## src/dfq_pkg.sv

```systemverilog
// Package for the keyed FIFO queue with duplicate key rejection.
// Holds default sizes, operation and status codes, and the controller/datapath
// command and status structs. Depends on nothing.
package dfq_pkg;

  localparam int DEF_QUEUE_DEPTH  = 16;
  localparam int DEF_KEY_BITS     = 32;
  localparam int DEF_PAYLOAD_BITS = 32;
  localparam int OP_BITS          = 2;
  localparam int STATUS_BITS      = 3;

  typedef enum logic [OP_BITS-1:0] {
    OP_INSERT = 2'd0,
    OP_REMOVE = 2'd1,
    OP_PEEK   = 2'd2,
    OP_SEARCH = 2'd3
  } op_t;

  typedef enum logic [STATUS_BITS-1:0] {
    ST_OK       = 3'd0,
    ST_DUP      = 3'd1,
    ST_FULL     = 3'd2,
    ST_EMPTY    = 3'd3,
    ST_NOTFOUND = 3'd4
  } status_t;

  typedef struct packed {
    logic    load;
    logic    step;
    logic    issue_head;
    logic    capture;
    status_t cap_status;
    logic    cap_data;
    logic    cap_write;
    logic    cap_pop;
    logic    emit;
  } dfq_cmd_t;

  typedef struct packed {
    op_t  op;
    logic empty;
    logic full;
    logic match;
    logic scan_done;
    logic out_free;
  } dfq_stat_t;

endpackage

```

## src/dfq_if.sv

```systemverilog
// Valid/ready channel interfaces for the request and response items.
// Depends on dfq_pkg for default widths and code widths.
interface dfq_req_if #(
  parameter int KEY_BITS     = dfq_pkg::DEF_KEY_BITS,
  parameter int PAYLOAD_BITS = dfq_pkg::DEF_PAYLOAD_BITS
);
  import dfq_pkg::*;

  logic                    valid;
  logic                    ready;
  logic [OP_BITS-1:0]      op;
  logic [KEY_BITS-1:0]     key;
  logic [PAYLOAD_BITS-1:0] payload;

  modport source (output valid, output op, output key, output payload, input ready);
  modport sink   (input valid, input op, input key, input payload, output ready);
endinterface

interface dfq_rsp_if #(
  parameter int KEY_BITS     = dfq_pkg::DEF_KEY_BITS,
  parameter int PAYLOAD_BITS = dfq_pkg::DEF_PAYLOAD_BITS,
  parameter int COUNT_BITS   = $clog2(dfq_pkg::DEF_QUEUE_DEPTH + 1)
);
  import dfq_pkg::*;

  logic                    valid;
  logic                    ready;
  logic [STATUS_BITS-1:0]  status;
  logic [KEY_BITS-1:0]     out_key;
  logic [PAYLOAD_BITS-1:0] out_payload;
  logic [COUNT_BITS-1:0]   count;
  logic                    is_empty;

  modport source (output valid, output status, output out_key, output out_payload,
                  output count, output is_empty, input ready);
  modport sink   (input valid, input status, input out_key, input out_payload,
                  input count, input is_empty, output ready);
endinterface

```

## src/dfq_ctrl.sv

```systemverilog
// Controller state machine of the keyed FIFO queue.
// Sequences decode, key scan, head read, result capture and result hand-off.
// Depends on dfq_pkg for the command and status structs.
module dfq_ctrl (
  input  logic               clk,
  input  logic               rst,
  input  logic               in_valid,
  output logic               in_ready,
  output dfq_pkg::dfq_cmd_t  cmd,
  input  dfq_pkg::dfq_stat_t stat
);
  import dfq_pkg::*;

  typedef enum logic [2:0] {
    S_IDLE,
    S_DECODE,
    S_HEAD,
    S_SCAN,
    S_RESULT
  } state_t;

  state_t state;
  state_t state_next;

  always_comb begin
    cmd        = '0;
    state_next = state;
    case (state)
      S_IDLE: begin
        if (in_valid && in_ready) begin
          cmd.load   = 1'b1;
          state_next = S_DECODE;
        end
      end
      S_DECODE: begin
        case (stat.op)
          OP_REMOVE, OP_PEEK: begin
            if (stat.empty) begin
              cmd.capture    = 1'b1;
              cmd.cap_status = ST_EMPTY;
              state_next     = S_RESULT;
            end else begin
              cmd.issue_head = 1'b1;
              state_next     = S_HEAD;
            end
          end
          default: begin
            cmd.step   = 1'b1;
            state_next = S_SCAN;
          end
        endcase
      end
      S_HEAD: begin
        cmd.capture    = 1'b1;
        cmd.cap_status = ST_OK;
        cmd.cap_data   = 1'b1;
        cmd.cap_pop    = (stat.op == OP_REMOVE);
        state_next     = S_RESULT;
      end
      S_SCAN: begin
        if (stat.match) begin
          cmd.capture = 1'b1;
          if (stat.op == OP_INSERT) begin
            cmd.cap_status = ST_DUP;
          end else begin
            cmd.cap_status = ST_OK;
            cmd.cap_data   = 1'b1;
          end
          state_next = S_RESULT;
        end else if (stat.scan_done) begin
          cmd.capture = 1'b1;
          if (stat.op == OP_INSERT) begin
            if (stat.full) begin
              cmd.cap_status = ST_FULL;
            end else begin
              cmd.cap_status = ST_OK;
              cmd.cap_write  = 1'b1;
            end
          end else begin
            cmd.cap_status = ST_NOTFOUND;
          end
          state_next = S_RESULT;
        end else begin
          cmd.step = 1'b1;
        end
      end
      S_RESULT: begin
        if (stat.out_free) begin
          cmd.emit   = 1'b1;
          state_next = S_IDLE;
        end
      end
      default: begin
        state_next = S_IDLE;
      end
    endcase
  end

  always_ff @(posedge clk) begin
    if (rst) begin
      state    <= S_IDLE;
      in_ready <= 1'b1;
    end else begin
      state    <= state_next;
      in_ready <= (state_next == S_IDLE);
    end
  end

endmodule

```

## src/dfq_datapath.sv

```systemverilog
// Datapath of the keyed FIFO queue: entry memories, head and count registers,
// the key scan pipeline and the result and output registers.
// Depends on dfq_pkg and on dfq_rsp_if for the response channel.
module dfq_datapath #(
  parameter int QUEUE_DEPTH  = dfq_pkg::DEF_QUEUE_DEPTH,
  parameter int KEY_BITS     = dfq_pkg::DEF_KEY_BITS,
  parameter int PAYLOAD_BITS = dfq_pkg::DEF_PAYLOAD_BITS
) (
  input  logic                         clk,
  input  logic                         rst,
  input  dfq_pkg::dfq_cmd_t            cmd,
  output dfq_pkg::dfq_stat_t           stat,
  input  logic [dfq_pkg::OP_BITS-1:0]  in_op,
  input  logic [KEY_BITS-1:0]          in_key,
  input  logic [PAYLOAD_BITS-1:0]      in_payload,
  dfq_rsp_if.source                    rsp
);
  import dfq_pkg::*;

  localparam int AW = $clog2(QUEUE_DEPTH);
  localparam int CW = $clog2(QUEUE_DEPTH + 1);
  localparam int SW = AW + 1;

  logic [KEY_BITS-1:0]     key_mem [QUEUE_DEPTH];
  logic [PAYLOAD_BITS-1:0] pay_mem [QUEUE_DEPTH];

  op_t                     op_r;
  logic [KEY_BITS-1:0]     key_r;
  logic [PAYLOAD_BITS-1:0] pay_r;
  logic [AW-1:0]           head;
  logic [CW-1:0]           count;
  logic [CW-1:0]           count_next;
  logic [CW-1:0]           scan_idx;
  logic                    cmp_valid;
  logic [KEY_BITS-1:0]     rd_key;
  logic [PAYLOAD_BITS-1:0] rd_pay;

  status_t                 res_status;
  logic [KEY_BITS-1:0]     res_key;
  logic [PAYLOAD_BITS-1:0] res_pay;
  logic [CW-1:0]           res_count;

  logic                    out_valid;
  status_t                 out_status;
  logic [KEY_BITS-1:0]     out_key;
  logic [PAYLOAD_BITS-1:0] out_pay;
  logic [CW-1:0]           out_count;
  logic                    out_empty;

  logic [AW-1:0]           scan_slot;
  logic [AW-1:0]           tail_slot;
  logic [AW-1:0]           head_next;
  logic [AW-1:0]           rd_addr;
  logic                    issue_ok;
  logic                    out_free;

  function automatic logic [AW-1:0] wrap_slot(logic [AW-1:0] base, logic [CW-1:0] offset);
    logic [SW-1:0] sum;
    sum = SW'(base) + SW'(offset);
    if (sum >= SW'(QUEUE_DEPTH)) begin
      sum = sum - SW'(QUEUE_DEPTH);
    end
    return sum[AW-1:0];
  endfunction

  assign scan_slot = wrap_slot(head, scan_idx);
  assign tail_slot = wrap_slot(head, count);
  assign head_next = wrap_slot(head, CW'(1));
  assign rd_addr   = cmd.issue_head ? head : scan_slot;
  assign issue_ok  = (scan_idx < count);
  assign out_free  = !out_valid || rsp.ready;

  always_comb begin
    count_next = count;
    if (cmd.cap_write) begin
      count_next = count + CW'(1);
    end else if (cmd.cap_pop) begin
      count_next = count - CW'(1);
    end
  end

  assign stat.op        = op_r;
  assign stat.empty     = (count == '0);
  assign stat.full      = (count == CW'(QUEUE_DEPTH));
  assign stat.match     = cmp_valid && (rd_key == key_r);
  assign stat.scan_done = !issue_ok && !cmp_valid;
  assign stat.out_free  = out_free;

  always_ff @(posedge clk) begin
    if (cmd.capture && cmd.cap_write) begin
      key_mem[tail_slot] <= key_r;
      pay_mem[tail_slot] <= pay_r;
    end
    rd_key <= key_mem[rd_addr];
    rd_pay <= pay_mem[rd_addr];
  end

  always_ff @(posedge clk) begin
    if (cmd.load) begin
      op_r  <= op_t'(in_op);
      key_r <= in_key;
      pay_r <= in_payload;
    end
    if (cmd.capture) begin
      res_status <= cmd.cap_status;
      res_key    <= cmd.cap_data ? rd_key : '0;
      res_pay    <= cmd.cap_data ? rd_pay : '0;
      res_count  <= count_next;
    end
    if (cmd.emit) begin
      out_status <= res_status;
      out_key    <= res_key;
      out_pay    <= res_pay;
      out_count  <= res_count;
      out_empty  <= (res_count == '0);
    end
  end

  always_ff @(posedge clk) begin
    if (rst) begin
      head      <= '0;
      count     <= '0;
      scan_idx  <= '0;
      cmp_valid <= 1'b0;
      out_valid <= 1'b0;
    end else begin
      if (cmd.load) begin
        scan_idx  <= '0;
        cmp_valid <= 1'b0;
      end else begin
        if (cmd.step && issue_ok) begin
          scan_idx <= scan_idx + CW'(1);
        end
        cmp_valid <= cmd.step && issue_ok;
      end
      if (cmd.capture) begin
        count <= count_next;
        if (cmd.cap_pop) begin
          head <= head_next;
        end
      end
      if (cmd.emit) begin
        out_valid <= 1'b1;
      end else if (rsp.ready) begin
        out_valid <= 1'b0;
      end
    end
  end

  assign rsp.valid       = out_valid;
  assign rsp.status      = out_status;
  assign rsp.out_key     = out_key;
  assign rsp.out_payload = out_pay;
  assign rsp.count       = out_count;
  assign rsp.is_empty    = out_empty;

`ifndef SYNTHESIS
  a_write_room : assert property (@(posedge clk) disable iff (rst)
    cmd.capture && cmd.cap_write |-> count < CW'(QUEUE_DEPTH))
    else $error("entry written into a full queue");

  a_pop_live : assert property (@(posedge clk) disable iff (rst)
    cmd.capture && cmd.cap_pop |-> count != '0)
    else $error("head removed from an empty queue");

  a_count_up : assert property (@(posedge clk) disable iff (rst)
    cmd.capture && cmd.cap_write |=> count == $past(count) + CW'(1))
    else $error("count did not rise after an insert");

  a_emit_free : assert property (@(posedge clk) disable iff (rst)
    cmd.emit |-> !out_valid || rsp.ready)
    else $error("result overwrote an item not yet taken");

  a_cmp_issued : assert property (@(posedge clk) disable iff (rst)
    cmp_valid |-> scan_idx != '0)
    else $error("key compare without an issued read");
`endif

endmodule

```

## src/dedup_fifo_queue.sv

```systemverilog
// Keyed FIFO queue with duplicate key rejection, top level.
// Joins the controller and the datapath to the request and response channels.
// Depends on dfq_pkg, dfq_if, dfq_ctrl and dfq_datapath.
//
// The queue holds up to QUEUE_DEPTH entries of a key and a payload in a circular
// buffer kept in one memory per field, with one write port and one registered read port.
// It works on one item at a time. Insert and search read the live keys one per cycle
// from the head and compare each against the item's key; the scan stops early on a
// match. Remove and peek read only the head slot, and skip the read when the queue is
// empty. A finished result moves into an output register, and the next item can be
// accepted while that result still waits to be taken; a result that is not taken
// holds the following one back. There is no clearing pass after reset; the queue is
// ready as soon as reset is released.
module dedup_fifo_queue #(
  parameter int QUEUE_DEPTH  = dfq_pkg::DEF_QUEUE_DEPTH,
  parameter int KEY_BITS     = dfq_pkg::DEF_KEY_BITS,
  parameter int PAYLOAD_BITS = dfq_pkg::DEF_PAYLOAD_BITS
) (
  input logic       clk,
  input logic       rst,
  dfq_req_if.sink   req,
  dfq_rsp_if.source rsp
);
  import dfq_pkg::*;

  dfq_cmd_t  cmd;
  dfq_stat_t stat;

  dfq_ctrl u_ctrl (
    .clk      (clk),
    .rst      (rst),
    .in_valid (req.valid),
    .in_ready (req.ready),
    .cmd      (cmd),
    .stat     (stat)
  );

  dfq_datapath #(
    .QUEUE_DEPTH  (QUEUE_DEPTH),
    .KEY_BITS     (KEY_BITS),
    .PAYLOAD_BITS (PAYLOAD_BITS)
  ) u_datapath (
    .clk        (clk),
    .rst        (rst),
    .cmd        (cmd),
    .stat       (stat),
    .in_op      (req.op),
    .in_key     (req.key),
    .in_payload (req.payload),
    .rsp        (rsp)
  );

endmodule

```

## src/flat_wrapper.sv

```systemverilog
// flat-port wrapper written by rule: the top's interface ports become plain ports
module dedup_fifo_queue_flat import dfq_pkg::*;
#(
  parameter int QUEUE_DEPTH  = dfq_pkg::DEF_QUEUE_DEPTH,
  parameter int KEY_BITS     = dfq_pkg::DEF_KEY_BITS,
  parameter int PAYLOAD_BITS = dfq_pkg::DEF_PAYLOAD_BITS
)
  (clk, rst, req_valid, req_op, req_key, req_payload, req_ready, rsp_valid, rsp_status, rsp_out_key, rsp_out_payload, rsp_count, rsp_is_empty, rsp_ready);
  dfq_req_if #(.KEY_BITS(KEY_BITS), .PAYLOAD_BITS(PAYLOAD_BITS)) req_i ();
  dfq_rsp_if #(.KEY_BITS(KEY_BITS), .PAYLOAD_BITS(PAYLOAD_BITS)) rsp_i ();
  input logic clk;
  input logic rst;
  input wire logic [$bits(req_i.valid)-1:0] req_valid;
  input wire logic [$bits(req_i.op)-1:0] req_op;
  input wire logic [$bits(req_i.key)-1:0] req_key;
  input wire logic [$bits(req_i.payload)-1:0] req_payload;
  output wire logic [$bits(req_i.ready)-1:0] req_ready;
  output wire logic [$bits(rsp_i.valid)-1:0] rsp_valid;
  output wire logic [$bits(rsp_i.status)-1:0] rsp_status;
  output wire logic [$bits(rsp_i.out_key)-1:0] rsp_out_key;
  output wire logic [$bits(rsp_i.out_payload)-1:0] rsp_out_payload;
  output wire logic [$bits(rsp_i.count)-1:0] rsp_count;
  output wire logic [$bits(rsp_i.is_empty)-1:0] rsp_is_empty;
  input wire logic [$bits(rsp_i.ready)-1:0] rsp_ready;
  assign req_i.valid = req_valid;
  assign req_i.op = req_op;
  assign req_i.key = req_key;
  assign req_i.payload = req_payload;
  assign req_ready = req_i.ready;
  assign rsp_valid = rsp_i.valid;
  assign rsp_status = rsp_i.status;
  assign rsp_out_key = rsp_i.out_key;
  assign rsp_out_payload = rsp_i.out_payload;
  assign rsp_count = rsp_i.count;
  assign rsp_is_empty = rsp_i.is_empty;
  assign rsp_i.ready = rsp_ready;
  dedup_fifo_queue #(.QUEUE_DEPTH(QUEUE_DEPTH), .KEY_BITS(KEY_BITS), .PAYLOAD_BITS(PAYLOAD_BITS)) u_core (.clk(clk), .rst(rst), .req(req_i), .rsp(rsp_i));
endmodule
```

## config.mk

```make
export PLATFORM = sky130hd
export DESIGN_NAME = dedup_fifo_queue_flat
export DESIGN_NICKNAME = d
export VERILOG_FILES = /design/src/dfq_pkg.sv /design/src/dfq_if.sv /design/src/dfq_ctrl.sv /design/src/dfq_datapath.sv /design/src/dedup_fifo_queue.sv /design/src/flat_wrapper.sv
export SDC_FILE = /design/constraint.sdc
export NUM_CORES = 2
export LEC_CHECK = 0
export CAP_MARGIN = 20
export CORE_AREA = 2 2 296 298
export CTS_CLUSTER_DIAMETER = 30
export DETAILED_ROUTE_END_ITERATION = 12
export DIE_AREA = 0 0 298 300
export DONT_BUFFER_PORTS = 1
export PLACE_DENSITY = 0.75
export SLEW_MARGIN = 0
export SYNTH_ARGS = -nofsm -noshare
export SYNTH_HDL_FRONTEND = slang
export SYNTH_SLANG_ARGS = --single-unit
```

## constraint.sdc

```tcl
create_clock -name clk -period 6.42 [get_ports clk]
set_clock_uncertainty 0.05 [all_clocks]
set_input_delay 1.284 -clock clk [delete_from_list [all_inputs] [get_ports clk]]
set_output_delay 1.284 -clock clk [all_outputs]
set_load 0.02 [all_outputs]
```

After elaboration in Yosys (flattened, before gate mapping):

Memories as Yosys holds them, arrays and structs flattened. A register that Yosys moved wholly into a read port is not among the register bits.
Index checks and enable logic that the tools add are counted.

* input bits: 70
* output and inout bits: 75
* memories kept: 2
* register bits: 231
* logic and storage cells: 104
* bits in writable memories: 1024

* $add $sub $neg: 9
* muxes and demuxes: 44
* $lt $le $gt $ge: 4
* reduce and logical (&&, ||, !) cells: 18
* equality and inequality tests: 8

Memories
* u_core.u_datapath.key_mem: words 16, bits a word 32, rd ports 1, clocked after memory_dff 1, write ports 1, line dfq_datapath.sv:24 `logic [KEY_BITS-1:0] key_mem [QUEUE_DEPTH];`
* u_core.u_datapath.pay_mem: words 16, bits a word 32, rd ports 1, clocked after memory_dff 1, write ports 1, line dfq_datapath.sv:25 `logic [PAYLOAD_BITS-1:0] pay_mem [QUEUE_DEPTH];`

Operators by type and width (count)
* 32-bit == test: 1
* 4-bit two-way mux: 7
* 1-bit two-way mux: 22
* 3-bit two-way mux: 7
* 5-bit greater-or-equal comparator, second input constant: 3
* 5-bit two-way mux: 3
* 3-bit case mux with 5 select lines: 1
* 4-bit case mux with 3 select lines: 1
* 4-bit by 1-bit subtractor with 4-bit output, second input constant: 3
* 4-bit by 5-bit adder with 5-bit output: 2
* 5-bit by 1-bit adder with 5-bit output, second input constant: 2
* 5-bit zero test: 2
* 3-bit by 2-bit == test with 1-bit output, second input constant: 2
* 3-bit zero test: 2
* 4-bit by 1-bit adder with 5-bit output, second input constant: 1
* 5-bit == test, second input constant: 1
* 1-bit logical AND: 5
* 5-bit less-than comparator: 1
* 5-bit by 1-bit subtractor with 5-bit output, second input constant: 1
* 1-bit case mux with 2 select lines: 2
* 2-bit OR reduction: 2
* 3-bit by 1-bit == test with 1-bit output, second input constant: 1
* 3-bit == test, second input constant: 1
* 1-bit zero test: 3
* 7 further kinds: 7

Logic depth before layout (Yosys ltp):

* depth in word-level cells: 9
* mapped depth: 12
* depth with buffers taken out: 9

Cells and area by module:

Synthesis repeated with hierarchy kept, for this count alone.

* cell total of the unflattened synthesis: 2151
* area total of the unflattened synthesis: 48874.4 sq um

By module, submodules not included
* dfq_datapath: cells an instance 2104, times used 1, seq. area each 38687.1 sq um, area each 48487.8 sq um
* dfq_ctrl: cells an instance 47, times used 1, seq. area each 80.1 sq um, area each 386.6 sq um

Worst setup path before layout:

Ideal clock, no wire load.

* kind: reg2reg
* start point: register u_core.u_datapath.key_r[21]
* end point: register u_core.u_datapath.res_count[0] (enable)
* stages on the path, launching flop included: 7
* buffers on the path: 0
* setup slack: -704 ps
* library setup time: 601 ps
* clock period less this slack: 7124 ps
* arrival: 6472 ps
* required time: 5769 ps
* path through: edfxtp_1 > xnor2_1 > nand2_1 > nor4_1 > nand4_1 > and3_1 > o21ai_0

RTL lines
* from (decl): line dfq_datapath.sv:28 `logic [KEY_BITS-1:0] key_r;`
* from (signal assigned): line dfq_datapath.sv:101 `key_r <= in_key;`
* to (signal assigned): line dfq_datapath.sv:108 `res_count <= count_next;`
* to (decl): line dfq_datapath.sv:41 `logic [CW-1:0] res_count;`

Final worst setup path:

* start point: register u_core.u_ctrl.state[1]
* end point: memory u_core.u_datapath.pay_mem[5][19] (netlist bit) (enable)

* word-level cells in the longest chain between the ends: 5
* elaborated cells between the ends (all ways): 8
* those cells by class: 3 x eq/ne; 4 x mux; 1 x reduce/logical

RTL lines
* from (decl): line dfq_ctrl.sv:22 `state_t state;`
* from (signal assigned): line dfq_ctrl.sv:104 `state <= state_next;`
* 3-bit by 2-bit == test with 1-bit output / 3-bit by 1-bit == test with 1-bit output (equally long branches): line dfq_ctrl.sv:28 `case (state)`
* 4-bit case mux with 3 select lines / 1-bit two-way mux (equally long branches): line dfq_ctrl.sv:28
* 1-bit logical AND *: line dfq_datapath.sv:90 `if (cmd.capture && cmd.cap_write) begin`
* 1-bit two-way mux *: line dfq_datapath.sv:90
* 1-bit two-way mux (not written as such) *: line dfq_datapath.sv:92 `pay_mem[tail_slot] <= pay_r;`
* to (decl): line dfq_datapath.sv:25

Mark *: on every way between the ends. The rest lies on a longest branch, timed or not.

==> flow_metrics.tcl <==
set metrics [dict create \
    synth_area_um2 48900 \
    final_common_cell "edfxtp_1" \
    cts_resized 0 \
    worst_slack_ps 1730 \
    path_max_fanout 66 \
    cts_buffers 200 \
    finalHoldViolations 0 \
    ys_ff_latch 1319 \
    place_congestion 0.851 \
    io_pins 145 \
    required_ps 6790 \
    detailed_place_hpwl_um 53300 \
    synth_cell_types 47 \
    wire_per_inst_um 28.7 \
    n_fill_cell 5183 \
    cts_buffer_depth 3 \
    busiest_layer "met2" \
    grt.overflow.total 0 \
    yosysWarnings 0 \
    setup_viol_count_final 0 \
    cts_setup_buffers 0 \
    clock_latency_ps 770 \
    drt_iter0_markers 2749 \
    timing.rr.end "u_core.u_datapath.pay_mem[5][19]" \
    grt_max_degree 81 \
    synth-seq-area-share_pct 79.3 \
    die_h_um 300 \
    post-place-ws_ps 1870 \
    ctsHoldBuffers 0 \
    setup.worst_path.start "u_core.u_ctrl.state[1]" \
    diodes 0 \
    worstHoldPathCells 0 \
    syn_area_per_cell_um2 21.2 \
    power_density_nw_per_um2 380 \
    grt_pass1_wl_um 162000 \
    status "finished, final reports clean" \
    netlist_instances 2303 \
    port-buffer-count 0 \
    num_rows 108 \
    reg2reg_slack_ps 1730 \
    synth_edf_count 1235 \
    rr_startpoint "u_core.u_ctrl.state[1]" \
    cellLeakagePower_nw 18.9 \
    use_met1_pct 33.8 \
    critical_path.endpoint "u_core.u_datapath.pay_mem[5][19]" \
    grt_pass1_vias 24800 \
    ir_worst_vdd_uv 364 \
    setup-tns-final_ps 0 \
    drive_gt1_share_pct 26.5 \
    ant_nets 0 \
    routed-via-count 23600 \
    via_per_inst 6.22 \
    met2_usage_pct 40.0 \
    clock-sinks 1319 \
    relSlewSlack_pct 24.9 \
    synth_nets 2391 \
    rsz0062_at_grt "no" \
    grtUsageMet3_pct 5.51 \
    grt.total_usage_pct 24.7 \
    cp-start-kind "flip-flop" \
    die_x_um 298 \
    min_path_type "reg2reg" \
    area_delta_synth_final_pct 17.9 \
    core_um2 86200 \
    clkTransAtPathRegs_ps 50 \
    max_cap_violations 0 \
    synth-main-ff-cell "edfxtp_1" \
    dieArea_um2 89400 \
    cts_tree "built" \
    r2r_cells 7 \
    drc 0 \
    crit_type "reg2reg" \
    start_util_pct 56.7 \
    crit_arrival_ps 5060 \
    cts_root_buf "clkbuf_16" \
    htreeDepth 4 \
    async_flop_share_pct 0 \
    drt_pass1_iterations 5 \
    finalWirelength_um 109000 \
    worst_setup_path_end_kind "flip-flop" \
    drv_slew 0 \
    layout_common_cells "edfxtp_1, mux4_2, clkbuf_16, nand2_1, nand2b_1" \
    fin_crit_ps 4690 \
    antenna_found_initial 8 \
    fin_nets 2545 \
    fmax_mhz 213 \
    period_share_pct 73.1 \
    tightest_slew_ps 1130 \
]
-- worst max-delay path: stages (launching register included) --
cell and delay (ps):
dfxtp_1 440, nor2b_4 190, buf_4 640, nand3_1 220
nor3b_1 810, nand3_1 600, nor2_4 950, buf_12 380
-- Yosys cell counts, types with 8 or more instances --
cell      instances  area (um^2)
a21oi_1          12         60.1
and3_1           69          432
buf_2            25          125
buf_6            17          191
buf_8            10          150
clkbuf_1         42          158
dfxtp_1          84         1680
edfxtp_1       1235        37100
ha_1             16          200
inv_1            16         60.1
mux4_2          256         5770
nand2_1         146          548
nand2b_1        134          838
nand3_1          17         85.1
nand4_1          75          469
nor2_1           33          124
nor2b_1           8         50.1
nor3_1            9         45.0
o21ai_0           8         40.0
xnor2_1          37          324
xor2_1            9         78.8
-- per-stage QoR --
stage	hold slack, ps	util [%]	std cells	total power, W	instance area (um^2)
floorplan	350	-	2303	0.0107	48900
CTS	367	66.7	3783	0.0220	57500
detailed placement	355	58.5	3403	0.0110	50400
global placement	354	58.5	3403	0.0110	50400
finish	364	66.9	3790	0.0219	57700
global route	374	66.9	3790	0.0225	57700
-- worst min-delay path by stage --
stage | start | endpoint | slack (ps)
2_1_floorplan | u_core.u_datapath.res_key[0] | u_core.u_datapath.rsp.out_key[0] | 350
3_3_place_gp | u_core.u_datapath.res_status[1] | u_core.u_datapath.rsp.status[1] | 350
3_5_place_dp | u_core.u_datapath.res_key[4] | u_core.u_datapath.rsp.out_key[4] | 350
4_1_cts | u_core.u_datapath.res_key[8] | u_core.u_datapath.rsp.out_key[8] | 370
5_1_grt | u_core.u_datapath.res_pay[21] | u_core.u_datapath.rsp.out_payload[21] | 370
6_report | u_core.u_datapath.res_key[5] | u_core.u_datapath.rsp.out_key[5] | 360
-- cell type report --
| class | count | area (um^2) | area share, % |
|---|---|---|---|
| clock buffer | 218 | 5150 | 8.94 |
| clock inverter | 162 | 1920 | 3.32 |
| inverter | 16 | 60.1 | 0.104 |
| multi-input combinational | 868 | 9660 | 16.8 |
| sequential | 1319 | 38800 | 67.2 |
| tap | 1155 | 1450 | 2.51 |
| timing repair buffer | 52 | 656 | 1.14 |
-- cell families after synthesis --
| group | count (synthesis) | share of synthesized area, % |
|---|---|---|
| mux | 259 | 11.8 |
| buf+inv | 116 | 1.48 |
| compound gates | 38 | 0.519 |
| xor+xnor | 46 | 0.824 |
| simple gates | 507 | 5.59 |
| flops | 1319 | 79.3 |
| fa+ha+maj | 18 | 0.491 |
-- registers in the layout (all words and copies together), names as in the netlist, 3 cells and up --
signal / cells
u_core.u_datapath.key_r: 32
u_core.u_datapath.key_mem: 512
u_core.u_datapath.count: 5
u_core.u_datapath.pay_r: 32
u_core.u_datapath.rd_key: 32
u_core.u_datapath.res_pay: 32
u_core.u_ctrl.state: 3
u_core.u_datapath.pay_mem: 512
u_core.u_datapath.rsp.status: 3
u_core.u_datapath.res_count: 5
u_core.u_datapath.rd_pay: 32
u_core.u_datapath.res_key: 32
u_core.u_datapath.rsp.out_payload: 32
u_core.u_datapath.rsp.out_key: 32
u_core.u_datapath.head: 4
u_core.u_datapath.rsp.count: 5
u_core.u_datapath.scan_idx: 5
u_core.u_datapath.res_status: 3
-- layer usage --
| layer | share of wire, % | wire length [um] |
|---|---|---|
| met5 | 0.076 | 83 |
| met4 | 2.7 | 2930 |
| met3 | 8.6 | 9380 |
| met2 | 50 | 54100 |
| met1 | 39 | 42300 |
-- where the power goes --
| part | total, W | switching, W | leakage [nW] | internal [W] |
|---|---|---|---|---|
| Clock | 0.0111 | 0.00422 | 3.38 | 0.00685 |
| Sequential | 0.0103 | 0.000408 | 11.9 | 0.00992 |
| Combinational | 0.000517 | 0.000363 | 3.62 | 0.000154 |
| Total | 0.0219 | 0.00499 | 18.9 | 0.0169 |
No activity file was read; power rests on OpenSTA's default activity.
